--- src/hw/rtl/trd_ram.sv ---
module trd_ram #(
  parameter int WIDTH = 8,
  parameter int DEPTH = 256
) (
  input  logic                     clk,
  input  logic                     we,
  input  logic [$clog2(DEPTH)-1:0] waddr,
  input  logic [WIDTH-1:0]         wdata,
  input  logic                     re,
  input  logic [$clog2(DEPTH)-1:0] raddr,
  output logic [WIDTH-1:0]         rdata
);

  logic [WIDTH-1:0] mem [DEPTH];

  always_ff @(posedge clk) begin
    if (we) begin
      mem[waddr] <= wdata;
    end
    if (re) begin
      rdata <= mem[raddr];
    end
  end

endmodule

--- config.mk ---
export PLATFORM = sky130hd
export DESIGN_NAME = trd_ram
export DESIGN_NICKNAME = d
export VERILOG_FILES = /design/src/hw/rtl/trd_ram.sv
export SDC_FILE = /design/constraint.sdc
export NUM_CORES = 2
export LEC_CHECK = 0
export ABC_AREA = 1
export BUFFER_PORTS_ARGS = -buffer_cell sky130_fd_sc_hd__clkbuf_2
export CORE_MARGIN = 10
export CORE_UTILIZATION = 30
export CTS_BUF_LIST = sky130_fd_sc_hd__clkbuf_4
export CTS_CLUSTER_DIAMETER = 30
export CTS_CLUSTER_SIZE = 10
export DETAILED_ROUTE_END_ITERATION = 7
export SETUP_SLACK_MARGIN = 0.2
export SYNTH_ARGS = -nofsm -noshare
export SYNTH_HDL_FRONTEND = slang
export SYNTH_SLANG_ARGS = --single-unit
--- constraint.sdc ---
create_clock -name clk -period 2.6 [get_ports clk]
set_input_delay 0.26 -clock clk [delete_from_list [all_inputs] [get_ports clk]]
set_output_delay 0.26 -clock clk [all_outputs]
set_load 0.005 [all_outputs]
==> results.py <==
metrics = {
    "status": {
        "outcome": "finished, final reports clean",
    },
    "logic_synthesis": {
        "synthesis.nets": 7030,
        "synth_most_common_cell": "nand2_1",
        "ys_seq_area_share_pct": 74.0,
        "ys.flop_type": "edfxtp_1",
        "synth.area.top_cells": "edfxtp_1, nand3_1, nand2_1, buf_2, nor2_1",
        "yosys-top-cells-count": "nand2_1, edfxtp_1, nand3_1",
        "synth_edf_count": 2056,
        "synthCells": 7003,
        "syn_area_um2": 83500,
        "async_flop_share_pct": 0,
        "yosys_warnings": 0,
        "syn_area_per_cell_um2": 11.9,
        "synth_area_leader_cell": "edfxtp_1",
        "yosysTopAreaCellShare_pct": 74.0,
        "synth.distinct_cells": 13,
        "ys_seq_elements": 2056,
    },
    "clocking": {
        "cts_buffer_depth": 4,
        "h-tree-depth": 5,
        "cts_tree": "built",
        "clk_latency_ns": 1.42,
        "cts-root-buf": "clkbuf_4",
        "clock-sinks": 2056,
        "cts_made_buffers": 402,
        "clk_pin_slew_ns": 0.09,
    },
    "worst_setup_path": {
        "rr_worst_depth": 11,
        "arrival_ns": 3.56,
        "critical_path_class": "primary input to register",
        "crit_fanout": 8,
        "critPathRequiredTime_ns": 3.71,
        "worstSetupEndpointType": "register",
        "start_kind": "primary input",
    },
    "floorplan": {
        "die_area_um2": 300000,
        "fp-row-count": 193,
        "initial_utilization_pct": 30.2,
        "core_um2": 277000,
        "io_pins": 35,
        "die_y_um": 548,
        "die_x_um": 548,
    },
    "final_layout": {
        "post-route-cell-area_um2": 98700,
        "drive_gt1_share_pct": 16.3,
        "nNetsFinal": 7599,
        "final_util_pct": 35.7,
        "areaGrowthSynthToFinish_pct": 18.3,
        "final_cells": 11600,
        "fillCellCount": 27000,
    },
    "timing": {
        "slew_headroom_pct": 30.2,
        "skew_ns": 0.106,
        "fmax_mhz": 408,
        "rsz0062_at_grt": "yes",
        "drv_slew": 0,
        "final-hold-violation-count": 0,
        "period_share_pct": 94.2,
        "finalSetupViolCount": 0,
        "tightest_slew_ns": 1.04,
        "period_minus_slack_ns": 2.45,
    },
    "global_route": {
        "grt_start_max_net_pins": 104,
        "grt_usage_pct": 15.7,
        "grt_pass1_vias": 56500,
        "overflow": 0,
        "grt_pass1_wl_um": 363000,
        "grt_antenna_before_repair": 9,
    },
    "detailed_routing": {
        "drc": 0,
        "firstDrtPassIters": 6,
        "final_antenna_net_count": 0,
        "viasPerCell": 4.97,
        "routed-via-count": 57600,
        "drtIter0Drc": 6215,
        "wl_um": 244000,
        "post_drt_wl_per_cell_um": 21.1,
    },
    "hold_path": {
        "min_path_cells": 7,
        "hp-class": "primary input to register",
    },
    "place": {
        "place.port_buffers": 34,
        "place_hpwl_um": 147000,
        "dp.cells": 10800,
        "post_dp_cell_area_um2": 91500,
        "gp_congestion": 0.867,
    },
    "power_and_ir_drop": {
        "p_per_area_nw_per_um2": 706,
        "p_leak_nw": 34.9,
        "ir_worst_vdd_v": 0.000461,
    },
    "flow_run": {
        "cap_violations": 0,
    },
}
-- per-stage QoR --
| stage | worst slack [ns] | TNS, ns | power, mW | hold WS [ns] |
|---|---|---|---|---|
| 6_report | 0.150 | 0 | 69.7 | 0.252 |
| 5_1_grt | 0.0658 | 0 | 72.3 | 0.193 |
| 4_1_cts | -0.0162 | -0.0162 | 70.3 | 0.104 |
| 3_5_place_dp | -0.275 | -1.50 | 41.8 | 0.670 |
| 3_3_place_gp | -0.292 | -1.56 | 41.8 | 0.663 |
| 2_1_floorplan | 0.849 | 0 | 39.5 | 0.359 |
-- flip-flops by register name (all words and copies together), names as in the netlist --
| register | cells |
|---|---|
| mem | 2048 |
| rdata | 8 |
-- power breakdown --
group	internal, mW	total (mW)	switching (mW)
combinational	1.34	4.68	3.35
sequential	36.5	36.5	0.0392
clock	14.8	28.5	13.7
total	52.6	69.7	17.1
-- area by class of cell --
class	count	area, µm²	share of cell area, %
multi-input combinational	4425	19200	19.4
sequential	2056	61700	62.5
antenna	9	22.5	0.0228
clock inverter	286	3260	3.30
tap	3705	4640	4.70
inverter	39	180	0.183
timing repair buffer	648	6470	6.56
clock buffer	433	3250	3.29
-- layout by cell type (no fill, tap or decap), types with 5 or more instances in the layout --
master         instances
diode_2                9
nand2_2                5
edfxtp_1            2056
buf_4                453
clkinv_1              47
buf_12               107
inv_1                 34
inv_2                  7
clkbuf_2              21
dlygate4sd3_1         48
clkinv_2              58
clkinvlp_4            46
clkinv_4              43
inv_6                 25
nand2_1             2118
buf_16                 6
nand3_1             2017
nor2_1               283
buf_8                 11
bufinv_16             61
clkbuf_4             433
-- kinds of logic after synthesis --
kind of cell	synth area share, %
and+or+nand+nor	22.9
DFF	74.0
buffers and inverters	3.12
-- worst max-delay path, stage by stage --
cell and delay [ns]:
dlygate4sd3_1 0.62, clkbuf_2 0.17, nand2_1 0.05, dlygate4sd3_1 0.58, nor2_1 0.16, dlygate4sd3_1 0.63
nand2_1 0.07, dlygate4sd3_1 0.61, nor2_1 0.22, buf_6 0.19
-- final timing paths --
path,start,end,slack (ns)
setup reg to reg,mem[220][7],rdata[7],0.32
hold / removal,raddr[6],rdata[1],0.25
setup / recovery,waddr[4],mem[184][7],0.15
hold reg to reg,mem[194][4],rdata[4],1.08
-- repair_timing --
| action | CTS | global route |
|---|---|---|
| setup endpoints to repair | 8 | 8 |
| hold buffers | 56 | 0 |
| resized for setup | 0 | 3 |
| endpoints found under the hold margin | 4103 | 0 |
| setup buffers | 0 | 0 |
-- per-layer routing --
metal / up-vias / wire [µm] / track usage [%]
met4: 4 / 10300 / 6.60
met3: 497 / 19600 / 3.05
met1: 28300 / 99000 / 20.5
met5: - / 27 / 0
li1: 26300 / - / -
met2: 2568 / 115000 / 25.5
Note: power is estimated with default switching activity, not from simulation.
