### config.mk
export PLATFORM = sky130hd
export DESIGN_NAME = trd_parser
export DESIGN_NICKNAME = d
export VERILOG_FILES = /design/src/hw/rtl/trd_pkg.sv /design/src/hw/rtl/trd_parser.sv
export SDC_FILE = /design/constraint.sdc
export NUM_CORES = 1
export LEC_CHECK = 0
export BUFFER_PORTS_ARGS = -buffer_cell sky130_fd_sc_hd__buf_2
export CORE_MARGIN = 5
export CORE_UTILIZATION = 62
export CTS_BUF_LIST = sky130_fd_sc_hd__clkbuf_4 sky130_fd_sc_hd__clkbuf_8
export CTS_CLUSTER_SIZE = 12
export DETAILED_ROUTE_END_ITERATION = 8
export PLACE_DENSITY = 0.95
export SYNTH_ARGS = -nofsm -noshare
export SYNTH_HDL_FRONTEND = slang
export SYNTH_SLANG_ARGS = --single-unit
### constraint.sdc
create_clock -name clk -period 10.9 [get_ports clk]
set_clock_uncertainty 0.05 [all_clocks]
set_input_delay 0.545 -clock clk [delete_from_list [all_inputs] [get_ports clk]]
set_output_delay 0.545 -clock clk [all_outputs]
set_load 0.02 [all_outputs]
### src/hw/rtl/trd_pkg.sv
package trd_pkg;

  // image kind codes
  localparam logic [1:0] KIND_PALETTE = 2'd0;
  localparam logic [1:0] KIND_TRUE    = 2'd1;
  localparam logic [1:0] KIND_GREY    = 2'd2;

  // palette entry counter width: holds up to 511 entries
  localparam int unsigned ENT_W = 10;

  // effective (already clamped) configuration
  typedef struct packed {
    logic [1:0]       kind;
    logic             rle;
    logic [2:0]       pix_bytes;    // 1..4
    logic [2:0]       entry_bytes;  // 2..4
    logic [7:0]       first;
    logic [ENT_W-1:0] entries;      // min(palette_entries, depth, 511)
  } cfg_t;

  // finished pixel waiting for color decode
  typedef struct packed {
    logic [31:0] pix;
    logic        bad;
    logic [7:0]  rep;
    logic        last;
  } pend_t;

endpackage

### src/hw/rtl/trd_parser.sv
module trd_parser import trd_pkg::*; #(
  parameter int PALETTE_DEPTH = 256
) (
  input  logic                             clk,
  input  logic                             rst,
  input  cfg_t                             cfg,
  input  logic                             restart,
  input  logic [31:0]                      restart_total,
  input  logic                             in_valid,
  input  logic [7:0]                       in_data,
  output logic                             in_ready,
  output pend_t                            pend,
  output logic                             pend_valid,
  input  logic                             pend_take,
  output logic [3:0]                       lane_we,
  output logic [$clog2(PALETTE_DEPTH)-1:0] waddr,
  output logic [7:0]                       wdata,
  output logic                             re,
  output logic [$clog2(PALETTE_DEPTH)-1:0] raddr
);

  localparam int AddrW = $clog2(PALETTE_DEPTH);

  logic [ENT_W-1:0] load_entry;
  logic [1:0]       load_lane;
  logic [1:0]       byte_idx;
  logic [31:0]      pix_asm;
  logic             is_run;
  logic [7:0]       packet_left;
  logic [31:0]      pixels_left;

  logic        fire, loading, hdr, pix_byte, done, last, bad, lane_end;
  logic [1:0]  idx_next;
  logic [31:0] asm_next, left_next;
  logic [7:0]  rep_raw, rep;
  logic [32:0] pal_idx;

  always_comb begin
    fire     = in_valid && in_ready;
    loading  = load_entry < cfg.entries;
    hdr      = !loading && cfg.rle && (packet_left == 8'd0);
    pix_byte = fire && !loading && !hdr;
    idx_next = byte_idx + 2'd1;
    asm_next = pix_asm;
    asm_next[{byte_idx, 3'b000} +: 8] = in_data;
    // 4 bytes wraps the index to 0
    done     = pix_byte && (idx_next == cfg.pix_bytes[1:0]);
    rep_raw  = (cfg.rle && is_run) ? packet_left : 8'd1;
    rep      = (pixels_left < {24'd0, rep_raw}) ? pixels_left[7:0] : rep_raw;
    left_next = pixels_left - {24'd0, rep};
    last     = (left_next == 32'd0);
    pal_idx  = {1'b0, asm_next} + {25'd0, cfg.first};
    bad      = (cfg.kind == KIND_PALETTE) &&
               (pal_idx >= {{(33 - ENT_W){1'b0}}, cfg.entries});
    lane_end = (load_lane == (cfg.entry_bytes[1:0] - 2'd1));
  end

  assign in_ready = !pend_valid || pend_take;

  always_comb begin
    for (int i = 0; i < 4; i++) begin
      lane_we[i] = fire && loading && (load_lane == 2'(i));
    end
  end
  assign waddr = AddrW'(load_entry);
  assign wdata = in_data;
  assign re    = done;
  assign raddr = AddrW'(pal_idx);

  always_ff @(posedge clk) begin
    if (rst) begin
      load_entry  <= '0;
      load_lane   <= '0;
      byte_idx    <= '0;
      pix_asm     <= '0;
      is_run      <= 1'b0;
      packet_left <= '0;
      pixels_left <= 32'd1;
      pend_valid  <= 1'b0;
    end else begin
      if (done) begin
        pend_valid <= 1'b1;
      end else if (pend_take) begin
        pend_valid <= 1'b0;
      end

      if (restart) begin
        load_entry  <= '0;
        load_lane   <= '0;
        byte_idx    <= '0;
        pix_asm     <= '0;
        is_run      <= 1'b0;
        packet_left <= '0;
        pixels_left <= restart_total;
      end else if (fire) begin
        if (loading) begin
          if (lane_end) begin
            load_lane  <= '0;
            load_entry <= load_entry + ENT_W'(1);
          end else begin
            load_lane <= load_lane + 2'd1;
          end
        end else if (hdr) begin
          is_run      <= in_data[7];
          packet_left <= {1'b0, in_data[6:0]} + 8'd1;
        end else if (done) begin
          byte_idx <= '0;
          pix_asm  <= '0;
          if (last) begin
            // image complete: start over for the next one
            load_entry  <= '0;
            load_lane   <= '0;
            is_run      <= 1'b0;
            packet_left <= '0;
            pixels_left <= restart_total;
          end else begin
            pixels_left <= left_next;
            if (cfg.rle) begin
              packet_left <= is_run ? 8'd0 : packet_left - 8'd1;
            end
          end
        end else begin
          byte_idx <= idx_next;
          pix_asm  <= asm_next;
        end
      end
    end
  end

  always_ff @(posedge clk) begin
    if (done) begin
      pend.pix  <= asm_next;
      pend.bad  <= bad;
      pend.rep  <= rep;
      pend.last <= last;
    end
  end

`ifndef SYNTHESIS
  a_left_nonzero: assert property (@(posedge clk) disable iff (rst)
    pixels_left != 32'd0)
    else $error("pixels_left reached zero without restart");

  a_rep_nonzero: assert property (@(posedge clk) disable iff (rst)
    pend_valid |-> pend.rep != 8'd0)
    else $error("pending pixel with zero repeat count");

  a_one_lane: assert property (@(posedge clk) disable iff (rst)
    $onehot0(lane_we) && !(|lane_we && done))
    else $error("palette write overlaps pixel or multiple lanes");

  a_last_reload: assert property (@(posedge clk) disable iff (rst)
    (done && last && !restart) |=> pixels_left == $past(restart_total))
    else $error("pixel count not reloaded after last pixel");
`endif

endmodule

==> results_dict.tcl <==
set metrics [dict create \
    drt-total-wl_microns 26300 \
    synth_seq_area_share_pct 32.7 \
    finalMaxSlewViolations 0 \
    path_clk_slew_ps 90 \
    cts.repair.resized 0 \
    synth_top_area_share_pct 19.1 \
    synthMuxAreaShare_pct 1.11 \
    ant_nets 0 \
    clockRootBuffer "clkbuf_8" \
    worstSetupStartpointType "register" \
    synth_compound_area_share_pct 22.1 \
    ios 145 \
    synth_edf_count 42 \
    grt_max_degree 68 \
    synth_common_cells "nor2_1, a21oi_1, dfxtp_1" \
    post_drt_via_cell_ratio 6.51 \
    ys_top_cells_by_area "dfxtp_1, edfxtp_1, ha_1" \
    holdBufCountCts 0 \
    cts_max_level 4 \
    tns_ps 0 \
    hold_slack_ps 258 \
    synth-xor-area-share_pct 3.88 \
    final_hold_viol_count 0 \
    r2r_end "pixels_left[21]" \
    syn-num-nets 1274 \
    regToRegSetupSlack_ps 3120 \
    synth_top_family_by_area "simple AND/OR/NAND/NOR gates" \
    clock_path_buffers 2 \
    drc 0 \
    yosysTopAreaCell "dfxtp_1" \
    yosysMostFrequentCell "nor2_1" \
    drive_gt1_share_pct 17.5 \
    cp.required_ps 11190 \
    ys_seq_elements 130 \
    arrival_ps 8080 \
    relSlewSlack_pct 25.7 \
    numCtsBuffers 17 \
    irDropWorstVdd_mv 0.0967 \
    dpl_cell_area_sq_um 9820 \
    slowest_stage "a21o_1" \
    synth_warnings 0 \
    core_area_sq_um 14600 \
    drt_iter0_drc 1009 \
    crit_path_start "is_run" \
    drtPass1Iterations 8 \
    setup.worst_path.end "pixels_left[21]" \
    power_density_nw_per_um2 110 \
    cp_cell_sequence "and2_1 > nand2_1 > ha_1 > a211oi_1 > o211ai_1 > or4_4 > nor2_2 > o21a_1 > inv_1 > fa_1 > nand2b_1 > a31o_2 > a211oi_1 > o21ai_0 > o21ai_0 > mux2i_1 > nand4_1 > nor4_2 > and4_4 > a21o_1 > nor2b_1 > nor3_1" \
    wl_per_cell_microns 18.4 \
    min_path_type "in -> reg" \
    insertion_delay_ps 460 \
    tightest_slew_ps 1110 \
    max_stage_delay_ps 710 \
    n_fill_cell 1116 \
    postSynthCellCount 1149 \
    nNetsFinal 1359 \
    synth-simple-area-share_pct 25.9 \
    postCtsSetupBuffers 0 \
    final_cell_area_sq_um 10200 \
    cts_tree "yes" \
    portBuffers 142 \
    reg2regPathDepth 22 \
    syn_to_final_growth_pct 10.2 \
    critPathMaxFanout 29 \
    synthAdderAreaFrac_pct 7.33 \
    die_w_microns 132 \
    p_total_mw 1.12 \
    grt_pass1_vias 9057 \
    critical_path_class "reg -> reg" \
    clock-sinks 130 \
    synth_area_sq_um 9250 \
    gp_congestion 0.984 \
    antenna_cells 0 \
    maxCapViolCount 0 \
    synth_cell_types 85 \
    fp-row-count 44 \
    period_share_pct 71.4 \
    grt_use_total_pct 29.3 \
    vias 9311 \
    die_area_sq_um 17500 \
    gr-total-overflow 0 \
    p_leak_nw 4.15 \
    antenna_found_initial 0 \
    dp_hpwl_microns 19100 \
    start_util_pct 63.4 \
    max_freq_mhz 129 \
    chipHeight_microns 132 \
    async_flop_share_pct 0 \
    synth_ff_type "dfxtp_1" \
    setup-violations-final 0 \
    synth_area_per_cell_sq_um 8.05 \
    worstSetupEndpointType "register" \
    status "completed" \
    grt_first_pass_wirelength_microns 43000 \
    fin_crit_ps 7780 \
    rsz0062_at_grt "no" \
    timing.rr.start "is_run" \
]
## worst min path at each step
stage | from | end | slack [ps] | depth (start not counted)
finish | restart_total[0] | pixels_left[0] | 260 | 2
floorplan | pix_asm[10] | pix_asm[10] | 400 | 2
global route | restart_total[24] | pixels_left[24] | 270 | 3
CTS | restart_total[0] | pixels_left[0] | 250 | 2
detailed placement | pix_asm[24] | pix_asm[24] | 420 | 2
global placement | pix_asm[10] | pix_asm[10] | 410 | 2
## flip-flops by register name (all words and copies together), names as in the netlist
name,cells
byte_idx,2
pend,42
packet_left,8
load_lane,2
pix_asm,32
pend_valid,1
pixels_left,32
load_entry,10
is_run,1
## power breakdown
group | internal, mW | switching, mW
sequential | 0.504 | 0.0167
clock | 0.167 | 0.226
combinational | 0.0800 | 0.130
total | 0.751 | 0.373
## cell type report
class	instances	area [sq um]	share of cell area, %
Clock buffer	17	234	2.30
Clock inverter	15	136	1.34
Inverter	68	255	2.50
Multi-Input combinational cell	872	5580	54.8
Sequential cell	130	3020	29.7
Tap cell	184	230	2.26
Timing Repair Buffer	145	733	7.19
## stage by stage
step / instances / util [%] / setup slack [ps]
floorplan: 1149 / - / 4510
global placement: 1399 / 67.3 / 3100
detailed placement: 1399 / 67.3 / 3050
CTS: 1431 / 69.9 / 3240
global route: 1431 / 69.9 / 2570
finish: 1431 / 69.9 / 3120
## routing by layer
metal	wire length [microns]	global-route usage [%]
met2	12500	48.7
met3	2610	6.76
met4	1100	14.0
met5	0	0
met1	10100	35.8
## layout by cell type, fill, tap and decap left out, drive strengths merged, types with 15 or more instances in the layout
cell type  instances
edfxtp            42
nor2b             43
or4               15
dfxtp             88
nor3              62
o21ai             54
a31oi             33
inv               78
nor2             117
clkbuf            17
nor4              18
o21a              21
xnor2             29
nand3             29
nand2             81
buf              145
a21oi             97
ha                51
## critical path, delay by kind of cell, from the launching register on
kind            cells  cell delay (ps)
compound gates      8             2730
fa+ha+maj           2              860
buf+inv             1               80
flops               1              550
mux                 1              250
simple gates       10             3150
## cells by family (layout without fill, tap and decap cells)
family,count (synthesis),count (layout)
AND/OR/NAND/NOR,453,453
flip-flops,130,130
adder cells (fa/ha/maj),53,53
AO/OA/AOI/OAI,315,315
multiplexers,10,10
buffers and inverters,147,245
XOR/XNOR,41,41
Power figures use the tool's default switching activity.
