===== src/hw/rtl/trd_pkg.sv =====
package trd_pkg;

  // image kind codes
  localparam logic [1:0] KIND_PALETTE = 2'd0;
  localparam logic [1:0] KIND_TRUE    = 2'd1;
  localparam logic [1:0] KIND_GREY    = 2'd2;

  // palette entry counter width: holds up to 511 entries
  localparam int unsigned ENT_W = 10;

  // effective (already clamped) configuration
  typedef struct packed {
    logic [1:0]       kind;
    logic             rle;
    logic [2:0]       pix_bytes;    // 1..4
    logic [2:0]       entry_bytes;  // 2..4
    logic [7:0]       first;
    logic [ENT_W-1:0] entries;      // min(palette_entries, depth, 511)
  } cfg_t;

  // finished pixel waiting for color decode
  typedef struct packed {
    logic [31:0] pix;
    logic        bad;
    logic [7:0]  rep;
    logic        last;
  } pend_t;

endpackage


===== src/hw/rtl/trd_pixel_if.sv =====
interface trd_pixel_if;
  logic       valid;
  logic       ready;
  logic [7:0] chan_red;
  logic [7:0] chan_green;
  logic [7:0] chan_blue;
  logic [7:0] chan_alpha;
  logic [7:0] repeat_count;
  logic       bad_index;
  logic       last_pixel;

  modport source (
    output valid, output chan_red, output chan_green, output chan_blue,
    output chan_alpha, output repeat_count, output bad_index, output last_pixel,
    input ready
  );
  modport sink (
    input valid, input chan_red, input chan_green, input chan_blue,
    input chan_alpha, input repeat_count, input bad_index, input last_pixel,
    output ready
  );
endinterface


===== src/hw/rtl/trd_out.sv =====
module trd_out import trd_pkg::*; (
  input  logic        clk,
  input  logic        rst,
  input  cfg_t        cfg,
  input  pend_t       pend,
  input  logic        pend_valid,
  output logic        pend_take,
  input  logic [31:0] pal_data,
  trd_pixel_if.source pixels
);

  typedef struct packed {
    logic [7:0] r;
    logic [7:0] g;
    logic [7:0] b;
    logic [7:0] a;
  } rgba_t;

  // little-endian bytes: 5-5-5 for two bytes, B,G,R(,A) for three or four
  function automatic rgba_t unpack(input logic [31:0] d, input logic [2:0] n);
    rgba_t c;
    c = '0;
    if (n == 3'd2) begin
      c.r = {3'b000, d[14:10]};
      c.g = {3'b000, d[9:5]};
      c.b = {3'b000, d[4:0]};
    end else if (n >= 3'd3) begin
      c.r = d[23:16];
      c.g = d[15:8];
      c.b = d[7:0];
      c.a = (n == 3'd4) ? d[31:24] : 8'd0;
    end
    return c;
  endfunction

  logic  o_v;
  rgba_t col;

  assign pend_take = pend_valid && (!o_v || pixels.ready);

  always_comb begin
    col = '0;
    unique case (cfg.kind)
      KIND_PALETTE: begin
        if (!pend.bad) begin
          col = unpack(pal_data, cfg.entry_bytes);
        end
      end
      KIND_GREY: begin
        col.r = pend.pix[7:0];
        col.g = (cfg.pix_bytes >= 3'd2) ? pend.pix[15:8] : 8'd0;
      end
      default: col = unpack(pend.pix, cfg.pix_bytes);
    endcase
  end

  always_ff @(posedge clk) begin
    if (rst) begin
      o_v <= 1'b0;
    end else if (pend_take) begin
      o_v <= 1'b1;
    end else if (pixels.ready) begin
      o_v <= 1'b0;
    end
  end

  always_ff @(posedge clk) begin
    if (pend_take) begin
      pixels.chan_red     <= col.r;
      pixels.chan_green   <= col.g;
      pixels.chan_blue    <= col.b;
      pixels.chan_alpha   <= col.a;
      pixels.repeat_count <= pend.rep;
      pixels.bad_index    <= pend.bad;
      pixels.last_pixel   <= pend.last;
    end
  end

  assign pixels.valid = o_v;

endmodule


===== src/flat_wrapper.sv =====
// flat-port wrapper written by rule: the top's interface ports become plain ports
module trd_out_flat import trd_pkg::*;
  (clk, rst, cfg, pend, pend_valid, pend_take, pal_data, pixels_valid, pixels_chan_red, pixels_chan_green, pixels_chan_blue, pixels_chan_alpha, pixels_repeat_count, pixels_bad_index, pixels_last_pixel, pixels_ready);
  trd_pixel_if pixels_i ();
  input  logic clk;
  input  logic rst;
  input  cfg_t cfg;
  input  pend_t pend;
  input  logic pend_valid;
  output logic pend_take;
  input  logic [31:0] pal_data;
  output wire logic [$bits(pixels_i.valid)-1:0] pixels_valid;
  output wire logic [$bits(pixels_i.chan_red)-1:0] pixels_chan_red;
  output wire logic [$bits(pixels_i.chan_green)-1:0] pixels_chan_green;
  output wire logic [$bits(pixels_i.chan_blue)-1:0] pixels_chan_blue;
  output wire logic [$bits(pixels_i.chan_alpha)-1:0] pixels_chan_alpha;
  output wire logic [$bits(pixels_i.repeat_count)-1:0] pixels_repeat_count;
  output wire logic [$bits(pixels_i.bad_index)-1:0] pixels_bad_index;
  output wire logic [$bits(pixels_i.last_pixel)-1:0] pixels_last_pixel;
  input wire logic [$bits(pixels_i.ready)-1:0] pixels_ready;
  assign pixels_valid = pixels_i.valid;
  assign pixels_chan_red = pixels_i.chan_red;
  assign pixels_chan_green = pixels_i.chan_green;
  assign pixels_chan_blue = pixels_i.chan_blue;
  assign pixels_chan_alpha = pixels_i.chan_alpha;
  assign pixels_repeat_count = pixels_i.repeat_count;
  assign pixels_bad_index = pixels_i.bad_index;
  assign pixels_last_pixel = pixels_i.last_pixel;
  assign pixels_i.ready = pixels_ready;
  trd_out u_core (.clk(clk), .rst(rst), .cfg(cfg), .pend(pend), .pend_valid(pend_valid), .pend_take(pend_take), .pal_data(pal_data), .pixels(pixels_i));
endmodule

===== config.mk =====
export PLATFORM = sky130hd
export DESIGN_NAME = trd_out_flat
export DESIGN_NICKNAME = d
export VERILOG_FILES = /design/src/hw/rtl/trd_pkg.sv /design/src/hw/rtl/trd_pixel_if.sv /design/src/hw/rtl/trd_out.sv /design/src/flat_wrapper.sv
export SDC_FILE = /design/constraint.sdc
export NUM_CORES = 1
export LEC_CHECK = 0
export BUFFER_PORTS_ARGS = -buffer_cell sky130_fd_sc_hd__buf_2
export CAP_MARGIN = 20
export CORE_MARGIN = 8
export CORE_UTILIZATION = 44
export CTS_BUF_LIST = sky130_fd_sc_hd__clkbuf_4 sky130_fd_sc_hd__clkbuf_8 sky130_fd_sc_hd__clkbuf_16
export DETAILED_ROUTE_END_ITERATION = 8
export PLACE_DENSITY = 0.9
export SYNTH_ARGS = -nofsm -noshare
export SYNTH_HDL_FRONTEND = slang
export SYNTH_SLANG_ARGS = --single-unit

===== constraint.sdc =====
create_clock -name clk -period 10.3 [get_ports clk]
set_clock_uncertainty 0.05 [all_clocks]
set_input_delay 1.03 -clock clk [delete_from_list [all_inputs] [get_ports clk]]
set_output_delay 1.03 -clock clk [all_outputs]
set_load 0.01 [all_outputs]

==> flow_summary.toml, run 1 <==
[timing]
slew_headroom_pct = 55.8
worst_pin_slew_ns = 0.661
drv_slew = 0
hold_ws_ns = 0.529
hold_violations = 0
max_freq_ghz = 0.323
post-route-period-util_pct = 30.1
worst_slack_ns = 7.20
period_minus_slack_ns = 3.10
fin_setup_tns_ns = 0
rsz0062_at_grt = "no"
setup_viol = 0

[layout]
stdcell_area_um2 = 2900
diodes = 0
layout-drive-gt1-share_pct = 53.0
multiInputGateArea_um2 = 795
sequential_cell_area_um2 = 1280
areaGrowthSynthToFinish_pct = 37.4
fillers = 385
final_nets = 387

[cts]
root_buffer = "clkbuf_8"
cts_max_level = 2
clock_latency_ns = 0.29
cts.sinks = 43
postCtsSetupRepairBufs = 0
cts.repair.resized = 0
cts_hold_buf = 0
cts_tree = "built"
clkSlewWorstSetupHoldPaths_ns = 0.08
cts_max_path_buffers = 2
cts_buffers = 5

[global_routing]
gr-usage-met2_pct = 28.7
use_met1_pct = 17.9
grt_first_pass_wirelength_mm = 9.59
grt_max_degree = 44
grt_pass1_vias = 1967
use_met3_pct = 6.27
grt_overflow_total = 0
track_usage_pct = 16.7
antenna_found_initial = 0
grt-busiest-layer = "met2"

[synthesis]
syn_area_um2 = 2110
synthTopCellsByCount = "edfxtp_1 (42), a22o_1 (17), a221o_1 (9)"
synth.most_common_cell = "edfxtp_1"
synth_top_area_share_pct = 59.8
ys_warn_count = 0
ys.flop_type = "edfxtp_1"
synthTopCellsByArea = "edfxtp_1 (60%), a22o_1 (7.1%), a221o_1 (4.3%)"
synth_cells = 154
avgSynthCellArea_um2 = 13.7
synth_edf_count = 42
ys_ff_latch = 43
synthesis.nets = 259
seq_area_frac_synth_pct = 60.7
synth_cell_types = 36
yosysTopAreaCell = "edfxtp_1"
async_reset_ff_share_pct = 0

[critical_path]
critical_path_class = "input pin to output pin"
ff2ff_path_depth = 2
cp_data_arrival_time_ns = 2.02
start_kind = "input pin"
r2r_slack_ns = 8.94
critical_path.endpoint_type = "output pin"
crit_fanout = 43
crit_required_ns = 9.22

[drt]
dr.first_iter.drc_count = 181
first_pass_iters = 4
wl_per_cell_um = 18.7
drt_wl_total_mm = 6.29
num_vias = 1918
drc = 0
drtAntennaViolNets = 0
routed_via_density = 5.69

[die]
die_h_um = 85.3
num_rows = 25
pin_count = 149
chipWidth_um = 85.3
core_area_um2 = 4660
die-area_um2 = 7270
initial_core_util_pct = 45.3

[place]
post-place-ws_ns = 7.18
dpl-instance-area_um2 = 2810
io_buffers = 129
place_hpwl_mm = 4.98
gp_congestion = 0.857

[pwr]
p_total_mw = 0.390
p_per_area_nw_per_um2 = 135
p_leak_nw = 1.27
ir_worst_vdd_v = 0.0000687

[outcome]
status = "completed"

[run]
maxCapViolations = 0

[min_path]
hold_class = "flop to flop"
min_path_cells = 2
cells in the final DEF (no fill, tap or decap), types with 5 or more instances in the layout:
cell and count:
nand2_1 7, o21ai_0 7, clkbuf_8 5, edfxtp_1 42
a32o_1 5, nor2_1 5, a21o_1 6, a221o_1 9
buf_2 129, a22o_1 17
per-stage QoR:
| step | cells | util, % |
|---|---|---|
| global route | 337 | 62.2 |
| floorplan | 154 | - |
| global placement | 329 | 60.2 |
| finish | 337 | 62.2 |
| detailed placement | 329 | 60.2 |
| CTS | 337 | 62.2 |
worst max-delay path, cell delays in order:
cell and delay, ns:
buf_2 0.07, inv_1 0.06, a21boi_4 0.14, buf_4 0.47, buf_2 0.23
metal layers:
layer,wire (um),part of all wire [%],vias up
li1,-,-,910
met1,2370,38,885
met2,3180,51,110
met3,618,9.8,13
met4,119,1.9,0
met5,0,0,-
final cells by class:
class | count | share of cell area (%)
inverter | 1 | 0.129
sequential | 43 | 44.2
multi-input combinational | 100 | 27.4
timing repair buffer | 131 | 22.8
clock buffer | 5 | 2.37
tap | 54 | 2.33
clock inverter | 3 | 0.820
final timing paths:
check,start,end
min,u_core.pixels.valid,u_core.pixels.valid
max reg2reg,u_core.pixels.valid,u_core.pixels.chan_blue[0]
max,pixels_ready,pend_take
min reg2reg,u_core.pixels.valid,u_core.pixels.valid
power by group:
part / switching, mW / internal, mW
logic: 0.0373 / 0.0322
clock network: 0.0631 / 0.0485
registers: 0.00268 / 0.207
logic make-up after synthesis:
family,after synthesis,synth area share (%)
AOI/OAI and AO/OA,62,24.1
buffers and inverters,11,2.19
DFF,43,60.7
and+or+nand+nor,38,13.0
sequential cells by signal (all words and copies together) (netlist names):
| name | cells |
|---|---|
| u_core.pixels.last_pixel | 1 |
| u_core.pixels.chan_red | 8 |
| u_core.pixels.repeat_count | 8 |
| u_core.pixels.valid | 1 |
| u_core.pixels.chan_alpha | 8 |
| u_core.pixels.bad_index | 1 |
| u_core.pixels.chan_blue | 8 |
| u_core.pixels.chan_green | 8 |
No activity file was read; power rests on OpenSTA's default activity.
==> run 2: changes to the inputs <==
--- a/config.mk
+++ b/config.mk
@@ -8,10 +8,10 @@
 export BUFFER_PORTS_ARGS = -buffer_cell sky130_fd_sc_hd__buf_2
 export CAP_MARGIN = 20
 export CORE_MARGIN = 8
-export CORE_UTILIZATION = 44
+export CORE_UTILIZATION = 37
 export CTS_BUF_LIST = sky130_fd_sc_hd__clkbuf_4 sky130_fd_sc_hd__clkbuf_8 sky130_fd_sc_hd__clkbuf_16
 export DETAILED_ROUTE_END_ITERATION = 8
-export PLACE_DENSITY = 0.9
+export PLACE_DENSITY = 0.81
 export SYNTH_ARGS = -nofsm -noshare
 export SYNTH_HDL_FRONTEND = slang
 export SYNTH_SLANG_ARGS = --single-unit
==> constraint.sdc (replaced) <==
create_clock -name clk -period 2.6 [get_ports clk]
set_clock_uncertainty 0.05 [all_clocks]
set_input_delay 0.26 -clock clk [delete_from_list [all_inputs] [get_ports clk]]
set_output_delay 0.26 -clock clk [all_outputs]
set_load 0.01 [all_outputs]
==> flow_summary.toml, run 2 (synthesized netlist as in run 1, its figures left out) <==
[layout]
fillers = 477
areaGrowthSynthToFinish_pct = 38.5
diodes = 0
layout-drive-gt1-share_pct = 53.0
final_common_cell = "buf_2"
layout_common_cells = "buf_2 (129), edfxtp_1 (42), a22o_1 (17)"
final_nets = 387

[drt]
drc = 0
wl_met1_mm = 2.39
wl_per_cell_um = 18.3
drt_wl_total_mm = 6.48
first_pass_iters = 4
drtAntennaViolNets = 0
wl_met2_mm = 3.23
dr.first_iter.drc_count = 106
top_layer_used = "met4"
num_vias = 1939
routed_via_density = 5.46
route.met3.wl_um = 598

[global_routing]
grt_pass1_vias = 2050
grt_overflow_total = 0
grt_max_degree = 33
track_usage_pct = 15.1
grt_first_pass_wirelength_mm = 10.1
antenna_found_initial = 0

[critical_path]
crit_fanout = 32
critical_path_buf_inv_count = 1
critical_path.endpoint_type = "flop"
crit_required_ns = 2.50
crit_chain = "a21boi_4, buf_4"
cp_slowest_cell = "buf_4"
start_kind = "flop"
cp_slowest_stage_delay_ns = 0.44
cp_top_family = "buffers and inverters"
critical_path_class = "flop to flop"
cp_data_arrival_time_ns = 1.49

[pwr]
p_per_area_nw_per_um2 = 528
ir_worst_vdd_v = 0.000238
p_leak_nw = 1.27

[die]
num_rows = 27
core_area_um2 = 5510
die_h_um = 91.5
chipWidth_um = 91.5
initial_core_util_pct = 38.3
pin_count = 149
die-area_um2 = 8380

[place]
post-place-ws_ns = 0.761
io_buffers = 129
gp_congestion = 0.843
place_hpwl_mm = 5.32

[min_path]
hold_class = "input pin to flop"

[timing]
max_freq_ghz = 0.633
hold_violations = 0
drv_slew = 0
period_minus_slack_ns = 1.58
rsz0062_at_grt = "no"
slew_headroom_pct = 58.8
worst_pin_slew_ns = 0.617
post-route-period-util_pct = 60.8
fin_setup_tns_ns = 0
setup_viol = 0
worst_slack_ns = 1.02

[cts]
cts_max_path_buffers = 2
cts_hold_buf = 0
postCtsSetupRepairBufs = 0
clock_latency_ns = 0.30
cts_max_level = 2
cts.sinks = 43
cts_tree = "built"
root_buffer = "clkbuf_8"
clkSlewWorstSetupHoldPaths_ns = 0.09
cts.repair.resized = 0
cts_buffers = 5

[outcome]
status = "completed"

[run]
maxCapViolations = 0
==> run 2: layout make-up <==
cell class	instances	area, um^2	share of cell area [%]
flip-flops and latches	43	1280	43.8
clock inverters	3	23.8	0.813
repair buffers	131	661	22.6
well taps	72	90.1	3.08
multi-input cells	100	795	27.2
clock buffers	5	68.8	2.35
inverters	1	3.75	0.128
==> run 2: per-stage QoR <==
stage	area, um^2	utilization (%)	std cells	power, mW	hold slack, ns
CTS	2920	53.1	355	1.56	0.0590
global placement	2830	51.4	347	1.11	0.368
floorplan	2110	-	154	0.977	0.282
global route	2920	53.1	355	1.61	0.0672
detailed placement	2830	51.4	347	1.12	0.382
finish	2920	53.1	355	1.54	0.0663
==> run 2: routing by layer <==
layer / GRT usage (%) / up-vias
met5: 0 / -
met4: 9.00 / 0
met3: 4.69 / 22
met2: 26.2 / 109
met1: 15.8 / 899
li1: - / 909
==> run 2: report_power, final <==
part	switching [mW]	internal, mW	total (mW)
sequential	0.0108	0.818	0.829
combinational	0.147	0.127	0.274
clock	0.246	0.192	0.439
total	0.404	1.14	1.54
==> run 2: worst paths after layout <==
check	startpoint	end	slack, ns	depth (start not counted)
max	u_core.pixels.valid	u_core.pixels.chan_red[1]	1.02	2
min	rst	u_core.pixels.valid	0.07	2
max reg2reg	u_core.pixels.valid	u_core.pixels.chan_red[1]	1.02	2
min reg2reg	u_core.pixels.valid	u_core.pixels.valid	0.53	2
